### src/fixed_partition_fit_allocator_defines.svh
// assertion macros for the fixed partition fit allocator
`ifndef FIXED_PARTITION_FIT_ALLOCATOR_DEFINES_SVH
`define FIXED_PARTITION_FIT_ALLOCATOR_DEFINES_SVH

`ifndef SYNTHESIS
// checked property, disabled while reset is held
`define FPFA_ASSERT_RST(lbl, clk, rstn, prop) \
    lbl: assert property (@(posedge clk) disable iff (!rstn) prop) \
        else $error("fpfa check failed");
// checked property, also active during reset
`define FPFA_ASSERT_ANY(lbl, clk, prop) \
    lbl: assert property (@(posedge clk) prop) \
        else $error("fpfa check failed");
`else
`define FPFA_ASSERT_RST(lbl, clk, rstn, prop)
`define FPFA_ASSERT_ANY(lbl, clk, prop)
`endif

`endif

### src/fpfa_pkg.sv
// shared types and codes of the fixed partition fit allocator
`default_nettype none

package fpfa_pkg;

    localparam int SLOT_W   = 4;
    localparam int AMOUNT_W = 16;
    localparam int POLICY_W = 2;
    localparam int TDATA_W  = 24;

    localparam logic CMD_LOAD  = 1'b0;
    localparam logic CMD_ALLOC = 1'b1;

    localparam logic [POLICY_W-1:0] POLICY_FIRST = 2'd0;
    localparam logic [POLICY_W-1:0] POLICY_BEST  = 2'd1;
    localparam logic [POLICY_W-1:0] POLICY_WORST = 2'd2;
    // code with no meaning, never places
    localparam logic [POLICY_W-1:0] POLICY_NONE  = 2'd3;

    typedef enum logic [3:0] {
        ST_IDLE   = 4'b0001,
        ST_SCAN   = 4'b0010,
        ST_FLUSH  = 4'b0100,
        ST_COMMIT = 4'b1000
    } state_t;

    typedef struct packed {
        logic load;
        logic scan_start;
        logic scan_step;
        logic commit;
    } ctrl_cmd_t;

    typedef struct packed {
        logic last_addr;
        logic out_free;
    } dp_status_t;

endpackage

`default_nettype wire

### src/fpfa_ctrl.sv
// controller state machine of the fixed partition fit allocator
`default_nettype none

module fpfa_ctrl (
    input  wire logic               aclk,
    input  wire logic               aresetn,
    input  wire logic               in_valid,
    input  wire logic               in_command,
    output logic                    in_ready,
    output fpfa_pkg::ctrl_cmd_t     cmd,
    input  wire fpfa_pkg::dp_status_t status
);

    fpfa_pkg::state_t state_reg;
    fpfa_pkg::state_t state_next;

    always_ff @(posedge aclk) begin
        if (!aresetn) begin
            state_reg <= fpfa_pkg::ST_IDLE;
        end else begin
            state_reg <= state_next;
        end
    end

    always_comb begin
        state_next = state_reg;
        cmd        = '0;
        in_ready   = 1'b0;
        case (state_reg)
            fpfa_pkg::ST_IDLE: begin
                in_ready = 1'b1;
                if (in_valid) begin
                    if (in_command == fpfa_pkg::CMD_LOAD) begin
                        cmd.load = 1'b1;
                    end else begin
                        cmd.scan_start = 1'b1;
                        state_next     = fpfa_pkg::ST_SCAN;
                    end
                end
            end
            fpfa_pkg::ST_SCAN: begin
                cmd.scan_step = 1'b1;
                if (status.last_addr) begin
                    state_next = fpfa_pkg::ST_FLUSH;
                end
            end
            fpfa_pkg::ST_FLUSH: begin
                // last partition compared this cycle
                state_next = fpfa_pkg::ST_COMMIT;
            end
            fpfa_pkg::ST_COMMIT: begin
                if (status.out_free) begin
                    cmd.commit = 1'b1;
                    state_next = fpfa_pkg::ST_IDLE;
                end
            end
            default: begin
                state_next = fpfa_pkg::ST_IDLE;
            end
        endcase
    end

endmodule

`default_nettype wire

### src/fpfa_datapath.sv
// partition table, fit comparator and result register
`default_nettype none

module fpfa_datapath #(
    parameter int NUM_PARTITIONS = 16,
    parameter int SIZE_BITS      = 16
) (
    input  wire logic                              aclk,
    input  wire logic                              aresetn,
    input  wire logic                              cfg_wr_en,
    input  wire logic [fpfa_pkg::POLICY_W-1:0]     cfg_wr_data,
    input  wire logic [fpfa_pkg::SLOT_W-1:0]       in_slot,
    input  wire logic [fpfa_pkg::AMOUNT_W-1:0]     in_amount,
    input  wire fpfa_pkg::ctrl_cmd_t               cmd,
    output fpfa_pkg::dp_status_t                   status,
    output logic                                   out_valid,
    input  wire logic                              out_ready,
    output logic                                   out_placed,
    output logic [fpfa_pkg::SLOT_W-1:0]            out_slot,
    output logic [fpfa_pkg::AMOUNT_W-1:0]          out_size
);

    localparam int IDX_W = $clog2(NUM_PARTITIONS);

    logic [SIZE_BITS-1:0]          size_mem [NUM_PARTITIONS];
    logic [NUM_PARTITIONS-1:0]     used_reg;
    logic [fpfa_pkg::POLICY_W-1:0] policy_reg;
    logic [SIZE_BITS-1:0]          amount_reg;
    logic [IDX_W-1:0]              scan_addr_reg;
    logic [SIZE_BITS-1:0]          rd_size_reg;
    logic                          rd_used_reg;
    logic [IDX_W-1:0]              cmp_idx_reg;
    logic                          cmp_valid_reg;
    logic                          found_reg;
    logic [IDX_W-1:0]              best_idx_reg;
    logic [SIZE_BITS-1:0]          best_size_reg;
    logic                          out_valid_reg;
    logic                          out_placed_reg;
    logic [fpfa_pkg::SLOT_W-1:0]   out_slot_reg;
    logic [fpfa_pkg::AMOUNT_W-1:0] out_size_reg;

    logic [31:0]          slot_wide;
    logic [31:0]          amount_wide;
    logic [31:0]          best_size_wide;
    logic [31:0]          best_idx_wide;
    logic                 slot_in_range;
    logic [IDX_W-1:0]     wr_idx;
    logic [SIZE_BITS-1:0] amount_sz;
    logic                 fits;
    logic                 take;
    logic                 out_free;

    assign slot_wide      = 32'(in_slot);
    assign amount_wide    = 32'(in_amount);
    assign best_size_wide = 32'(best_size_reg);
    assign best_idx_wide  = 32'(best_idx_reg);
    assign slot_in_range  = slot_wide < 32'(NUM_PARTITIONS);
    assign wr_idx         = slot_wide[IDX_W-1:0];
    assign amount_sz      = amount_wide[SIZE_BITS-1:0];

    assign out_free         = !out_valid_reg || out_ready;
    assign status.out_free  = out_free;
    assign status.last_addr = scan_addr_reg == IDX_W'(NUM_PARTITIONS - 1);

    // a used partition never fits; policy code three never places
    assign fits = cmp_valid_reg && !rd_used_reg && (rd_size_reg >= amount_reg)
                  && (policy_reg != fpfa_pkg::POLICY_NONE);

    always_comb begin
        take = 1'b0;
        if (fits) begin
            if (!found_reg) begin
                take = 1'b1;
            end else begin
                case (policy_reg)
                    fpfa_pkg::POLICY_BEST:  take = rd_size_reg < best_size_reg;
                    fpfa_pkg::POLICY_WORST: take = rd_size_reg > best_size_reg;
                    default:                take = 1'b0;
                endcase
            end
        end
    end

    // size table, no reset: an unloaded entry is read but never fits, as its used mark stays set
    always_ff @(posedge aclk) begin
        if (cmd.load && slot_in_range) begin
            size_mem[wr_idx] <= amount_sz;
        end
        if (cmd.scan_step) begin
            rd_size_reg <= size_mem[scan_addr_reg];
        end
    end

    always_ff @(posedge aclk) begin
        if (!aresetn) begin
            used_reg      <= '1;
            policy_reg    <= fpfa_pkg::POLICY_FIRST;
            cmp_valid_reg <= 1'b0;
            found_reg     <= 1'b0;
            out_valid_reg <= 1'b0;
        end else begin
            if (cfg_wr_en) begin
                policy_reg <= cfg_wr_data;
            end
            if (cmd.load && slot_in_range) begin
                used_reg[wr_idx] <= 1'b0;
            end
            if (cmd.commit && found_reg) begin
                used_reg[best_idx_reg] <= 1'b1;
            end
            cmp_valid_reg <= cmd.scan_step;
            if (cmd.scan_start) begin
                found_reg <= 1'b0;
            end else if (take) begin
                found_reg <= 1'b1;
            end
            if (cmd.commit) begin
                out_valid_reg <= 1'b1;
            end else if (out_ready) begin
                out_valid_reg <= 1'b0;
            end
        end
    end

    always_ff @(posedge aclk) begin
        if (cmd.scan_start) begin
            amount_reg    <= amount_sz;
            scan_addr_reg <= '0;
        end else if (cmd.scan_step) begin
            scan_addr_reg <= scan_addr_reg + 1'b1;
        end
        if (cmd.scan_step) begin
            rd_used_reg <= used_reg[scan_addr_reg];
            cmp_idx_reg <= scan_addr_reg;
        end
        if (take) begin
            best_idx_reg  <= cmp_idx_reg;
            best_size_reg <= rd_size_reg;
        end
        if (cmd.commit) begin
            out_placed_reg <= found_reg;
            out_slot_reg   <= found_reg ? best_idx_wide[fpfa_pkg::SLOT_W-1:0] : '0;
            out_size_reg   <= found_reg ? best_size_wide[fpfa_pkg::AMOUNT_W-1:0] : '0;
        end
    end

    assign out_valid  = out_valid_reg;
    assign out_placed = out_placed_reg;
    assign out_slot   = out_slot_reg;
    assign out_size   = out_size_reg;

endmodule

`default_nettype wire

### src/fixed_partition_fit_allocator.sv
// top level of the fixed partition fit allocator
`default_nettype none

// Fixed partition allocator: a table of NUM_PARTITIONS partitions, each with a
// size and a used mark (all used after reset). A load transaction (tuser 0)
// writes one partition's size and frees it and gives no result; a slot at or
// beyond NUM_PARTITIONS is ignored. An allocate transaction (tuser 1) scans
// the table and takes the free partition that fits by fit_policy (0 first,
// 1 smallest, 2 largest; ties to the lowest index; 3 never places), marks it
// used and returns one result transaction. An allocate keeps the input side
// busy until it commits: the scan reads one entry per cycle through the size
// memory's single read port, then a flush step finishes the last compare and
// a commit step commits. The result sits in an output register, so loads are
// still taken while it waits; a further allocate waits in its commit step
// until the register is free. fit_policy is written through cfg_wr_en /
// cfg_wr_data; the user must write it only while idle (not enforced by the block).

`include "fixed_partition_fit_allocator_defines.svh"

module fixed_partition_fit_allocator #(
    parameter int NUM_PARTITIONS = 16,
    parameter int SIZE_BITS      = 16
) (
    input  wire logic                             aclk,
    input  wire logic                             aresetn,
    // configuration: fit_policy
    input  wire logic                             cfg_wr_en,
    input  wire logic [fpfa_pkg::POLICY_W-1:0]    cfg_wr_data,
    // input stream
    input  wire logic                             s_tvalid,
    output logic                                  s_tready,
    input  wire logic [fpfa_pkg::TDATA_W-1:0]     s_tdata,  // slot[3:0], amount[19:4]
    input  wire logic                             s_tuser,  // command
    // result stream
    output logic                                  m_tvalid,
    input  wire logic                             m_tready,
    output logic [fpfa_pkg::TDATA_W-1:0]          m_tdata,  // chosen_slot[3:0], chosen_size[19:4]
    output logic                                  m_tuser   // placed
);

    fpfa_pkg::ctrl_cmd_t  ctrl_cmd;
    fpfa_pkg::dp_status_t dp_status;

    logic                              in_ready;
    logic [fpfa_pkg::SLOT_W-1:0]       in_slot;
    logic [fpfa_pkg::AMOUNT_W-1:0]     in_amount;
    logic                              out_placed;
    logic [fpfa_pkg::SLOT_W-1:0]       out_slot;
    logic [fpfa_pkg::AMOUNT_W-1:0]     out_size;

    // unpack the input transaction
    assign in_slot   = s_tdata[fpfa_pkg::SLOT_W-1:0];
    assign in_amount = s_tdata[fpfa_pkg::SLOT_W +: fpfa_pkg::AMOUNT_W];
    assign s_tready  = in_ready;

    fpfa_ctrl u_ctrl (
        .aclk       (aclk),
        .aresetn    (aresetn),
        .in_valid   (s_tvalid),
        .in_command (s_tuser),
        .in_ready   (in_ready),
        .cmd        (ctrl_cmd),
        .status     (dp_status)
    );

    fpfa_datapath #(
        .NUM_PARTITIONS (NUM_PARTITIONS),
        .SIZE_BITS      (SIZE_BITS)
    ) u_datapath (
        .aclk        (aclk),
        .aresetn     (aresetn),
        .cfg_wr_en   (cfg_wr_en),
        .cfg_wr_data (cfg_wr_data),
        .in_slot     (in_slot),
        .in_amount   (in_amount),
        .cmd         (ctrl_cmd),
        .status      (dp_status),
        .out_valid   (m_tvalid),
        .out_ready   (m_tready),
        .out_placed  (out_placed),
        .out_slot    (out_slot),
        .out_size    (out_size)
    );

    // pack the result transaction, zero pad to whole bytes
    assign m_tdata = {
        (fpfa_pkg::TDATA_W - fpfa_pkg::SLOT_W - fpfa_pkg::AMOUNT_W)'(0),
        out_size,
        out_slot
    };
    assign m_tuser = out_placed;

    // no input taken while a scan is running
    `FPFA_ASSERT_RST(a_no_accept_in_scan, aclk, aresetn, ctrl_cmd.scan_step |-> !s_tready)
    // a commit never overwrites a result still waiting
    `FPFA_ASSERT_RST(a_commit_out_free, aclk, aresetn, ctrl_cmd.commit |-> (!m_tvalid || m_tready))
    // a new result only appears right after a commit
    `FPFA_ASSERT_RST(a_result_from_commit, aclk, aresetn, $rose(m_tvalid) |-> $past(ctrl_cmd.commit))
    // an unplaced result carries all zero fields
    `FPFA_ASSERT_ANY(a_unplaced_zero, aclk, (aresetn && m_tvalid && !m_tuser) |-> (m_tdata == '0))

endmodule

`default_nettype wire
### config.mk
export PLATFORM = sky130hd
export DESIGN_NAME = fixed_partition_fit_allocator
export DESIGN_NICKNAME = d
export VERILOG_FILES = /design/src/fpfa_pkg.sv /design/src/fpfa_ctrl.sv /design/src/fpfa_datapath.sv /design/src/fixed_partition_fit_allocator.sv
export VERILOG_INCLUDE_DIRS = /design/src /design/src/src
export SDC_FILE = /design/constraint.sdc
export NUM_CORES = 1
export LEC_CHECK = 0
export BUFFER_PORTS_ARGS = -buffer_cell sky130_fd_sc_hd__buf_2
export CAP_MARGIN = 10
export CORE_MARGIN = 4
export CORE_UTILIZATION = 40
export DETAILED_ROUTE_END_ITERATION = 8
export GPL_TIMING_DRIVEN = 0
export PLACE_DENSITY = 0.67
export SETUP_SLACK_MARGIN = 0.2
export SLEW_MARGIN = 10
export SYNTH_ARGS = -nofsm -noshare
export SYNTH_HDL_FRONTEND = slang
export SYNTH_SLANG_ARGS = --single-unit
### constraint.sdc
create_clock -name aclk -period 4.2 [get_ports aclk]
set_input_delay 0.42 -clock aclk [delete_from_list [all_inputs] [get_ports aclk]]
set_output_delay 0.42 -clock aclk [all_outputs]
set_load 0.02 [all_outputs]
==> out/metrics.yaml <==
finish:
  antenna-diode-count: 0
  max_flop_register: "u_datapath.size_mem"
  layout.nets: 914
  regArea_mm2: 0.0106
  layout.filler_cells: 2916
  areaGrowthSynthToFinish_pct: 17.1
  multiInputGateArea_mm2: 0.00352
  finalNonFillerCells: 1335
  finalCoreUtilization_pct: 47.3
  largest_register_ffs: 256
  drive_above_1_share_pct: 28.8
synthesis:
  yosys.area.top_type_share_pct: 70.0
  combined_area_of_all_synthesized_cells_mm2: 0.0143
  synthesis.area_per_instance_um2: 19.6
  synth-seq-cells: 363
  yosys.cell_types.count: 51
  synthDominantAreaCellType: "sky130_fd_sc_hd__edfxtp_1"
  yosys_warnings: 0
  postSynth.topFlopCell: "sky130_fd_sc_hd__edfxtp_1"
  netlist_instances: 731
  post_synth_main_area_contributors: "sky130_fd_sc_hd__edfxtp_1 (70%), sky130_fd_sc_hd__mux4_2 (13%), sky130_fd_sc_hd__dfxtp_1 (4.1%)"
  number_of_enable_flip_flop_cells_after_synthesis: 334
  share_of_the_yosys_chip_area_belonging_to_registers_pct: 74.0
  synth_async_sr_flop_share_pct: 0
route:
  route.top_layer_used: "met5"
  final_antenna_net_count: 0
  num_vias: 7148
  routed_wire_length_per_instance_um: 22.4
  wl_met3_um: 1630
  drt-vias-per-instance: 5.35
  drt-total-wl_um: 29900
  detailroute.wirelength.met2_um: 14700
  drt-pass1-iter-count: 5
  route.layer.met1.wl_um: 13100
  drt_first_iter_violations: 633
  drc: 0
worst_setup_path:
  crit_path_start_kind: "register"
  setup.worst_path.class: "register to register"
  crit_path_max_fanout: 12
  crit_buf_inv: 1
  worst-endpoint-arrival_ps: 3340
  timing.critical_path.cells: "ha_1 -> nand4_1 -> or4_1 -> a21o_1 -> nand3_1 -> o211ai_1 -> a221oi_4 -> buf_8"
  critPathTopFamily: "compound AO/OA/AOI/OAI gates"
  critical-path-max-stage-delay_ps: 610
  timing.critical_path.slowest_stage_cell: "sky130_fd_sc_hd__or4_1"
  worst-endpoint-required_ps: 4430
  worst_setup_path_end_kind: "register"
floorplanning:
  chipWidth_um: 197
  placement_rows: 69
  start_util_pct: 40.4
  die_footprint_mm2: 0.0389
  core_area_mm2: 0.0355
  boundaryPins: 59
  fp.dieH_um: 197
sta:
  final.hold.worst_slack_ps: 162
  max_freq_mhz: 321
  final_max_slew_viol_count: 0
  timing.final.crit_share_pct: 74.1
  setup_violating_endpoint_count_in_the_final_report: 0
  totalNegativeSetupSlack_ps: 0
  tightestPinTransition_ps: 1130
  worst_slew_margin_relative_to_its_limit_pct: 25.0
  grt_setup_unrepaired: "false"
  finClkSkew_ps: 15.4
  finalCriticalPeriod_ps: 3110
  timing_hold_violations_final: 0
global_routing:
  antenna_found_initial: 1
  grt_max_degree: 26
  globalRouteTotalUtil_pct: 15.5
  globalRoute.totalOverflow: 0
  grt_pass1_wl_um: 45000
  via_count_of_the_first_global_routing_pass: 7138
clock_network:
  htreeDepth: 2
  clock_path_buffers: 3
  post_cts_buffers: 0
  tritoncts_clock_tree: "built"
  cts_resized: 0
  clock-sinks: 363
  cts_hold_repair.buffers: 0
  clkLatencyLatePin_ps: 520
  cts_buffers: 38
  worst_setup_hold_path_clk_slew_ps: 60
  cts.root.buffer_cell: "sky130_fd_sc_hd__clkbuf_16"
pwr:
  power_density_mw_per_mm2: 493
  post-layout-total-power_mw: 8.27
  peakVddDrop_v: 0.000314
  static-leakage-power_nw: 5.51
place:
  detailedPlacementHpwl_um: 20700
  dpl.cell_count: 1267
  globalplace.congestion: 0.772
  io_buffer_count: 50
status:
  outcome: "finished clean"
min_path:
  hold_class: "primary input to register"
flow_run:
  timing.max_cap.violations: 0
-- power breakdown --
part | internal (mW) | switching, mW
clock network | 1.99 | 1.33
logic | 0.443 | 0.471
registers | 4.01 | 0.0265
total | 6.45 | 1.82
-- tightest hold or removal path, delay by kind of cell --
family                 cells  cell delay, ps
buffers and inverters      1              70
muxes                      1              50
and+or+nand+nor            1              90
-- final cells by class --
| cell class | count | area share, % |
|---|---|---|
| clock inverters | 18 | 0.977 |
| inverters | 37 | 0.828 |
| clock buffers | 50 | 6.44 |
| flip-flops and latches | 363 | 63.2 |
| well taps | 461 | 3.44 |
| plain buffers | 31 | 0.962 |
| multi-input cells | 303 | 21.0 |
| repair buffers | 72 | 3.13 |
-- synthesized netlist by cell type, types with 2 or more instances --
master and number:
sky130_fd_sc_hd__a211oi_1 3, sky130_fd_sc_hd__a21oi_1 12, sky130_fd_sc_hd__a221oi_1 2, sky130_fd_sc_hd__and2_1 5
sky130_fd_sc_hd__buf_2 10, sky130_fd_sc_hd__buf_4 4, sky130_fd_sc_hd__clkbuf_1 14, sky130_fd_sc_hd__dfxtp_1 29
sky130_fd_sc_hd__dlygate4sd1_1 2, sky130_fd_sc_hd__edfxtp_1 334, sky130_fd_sc_hd__ha_1 36, sky130_fd_sc_hd__inv_1 36
sky130_fd_sc_hd__mux2i_1 4, sky130_fd_sc_hd__mux4_2 85, sky130_fd_sc_hd__nand2_1 18, sky130_fd_sc_hd__nand2b_1 6
sky130_fd_sc_hd__nand3_1 6, sky130_fd_sc_hd__nand3b_1 3, sky130_fd_sc_hd__nand4_1 5, sky130_fd_sc_hd__nor2_1 41
sky130_fd_sc_hd__nor2b_1 3, sky130_fd_sc_hd__nor3_1 4, sky130_fd_sc_hd__nor4b_1 2, sky130_fd_sc_hd__o211ai_1 15
sky130_fd_sc_hd__o21a_1 2, sky130_fd_sc_hd__o21ai_0 17, sky130_fd_sc_hd__o22ai_1 2, sky130_fd_sc_hd__o311ai_0 3
sky130_fd_sc_hd__o31ai_1 4, sky130_fd_sc_hd__xnor2_1 2, sky130_fd_sc_hd__xor2_1 2
-- final timing paths --
path | start | end | slack (ps) | cells past startpoint
hold / removal | cfg_wr_data[1] | u_datapath.policy_reg[1] | 160 | 3
setup reg to reg | u_datapath.rd_size_reg[14] | u_datapath.best_size_reg[8] | 1090 | 8
hold reg to reg | u_datapath.cmp_idx_reg[3] | u_datapath.best_idx_reg[3] | 410 | 0
setup / recovery | u_datapath.rd_size_reg[14] | u_datapath.best_size_reg[8] | 1090 | 8
-- cell families (layout without fill, tap and decap cells) --
kind of cell	Yosys count	count (layout)	synth area share (%)
and+or+nand+nor	103	103	3.76
buffers and inverters	68	208	2.09
xor gates and xnor gates	4	4	0.244
adders and majority gates	36	36	3.14
DFF	363	363	74.0
other	1	4	0.0262
muxes	89	89	13.6
AOI/OAI and AO/OA	67	67	3.07
-- metal layers --
| layer | vias to the layer above | global-route usage [%] |
|---|---|---|
| li1 | 3180 | - |
| met1 | 3700 | 22.1 |
| met5 | - | 0 |
| met4 | 2 | 3.47 |
| met2 | 219 | 25.3 |
| met3 | 47 | 2.61 |
-- cell usage in the layout, fill, tap and decap left out, drive strengths merged, types with 2 or more instances in the layout --
master	netlist	final
o311ai	4	4
nor4b	3	3
dfxtp	29	29
nand3b	3	3
nand2	18	18
nor2b	4	4
dlygate4sd1	2	2
ha	36	36
mux4	85	85
clkinvlp	0	2
a221oi	2	2
o22ai	2	2
xor2	2	2
o211ai	15	15
conb	1	4
xnor2	2	2
clkinv	1	14
nand2b	7	7
and2	5	5
mux2i	4	4
a21oi	12	12
nor2	41	41
bufinv	0	3
buf	15	87
nor3	4	4
o31ai	4	4
inv	36	36
clkbuf	14	64
edfxtp	334	334
a211oi	3	3
nand4	5	5
o21ai	17	17
o21a	2	2
nand3	6	6
-- per-stage QoR --
stage                     setup WS [ps]  area, µm²
after floorplan                     436      14300
after global placement             -503      15200
after detailed placement           1090      15500
after CTS                          1070      16800
after global routing                929      16800
final                              1090      16800
Note: power is estimated with default switching activity, not from simulation.
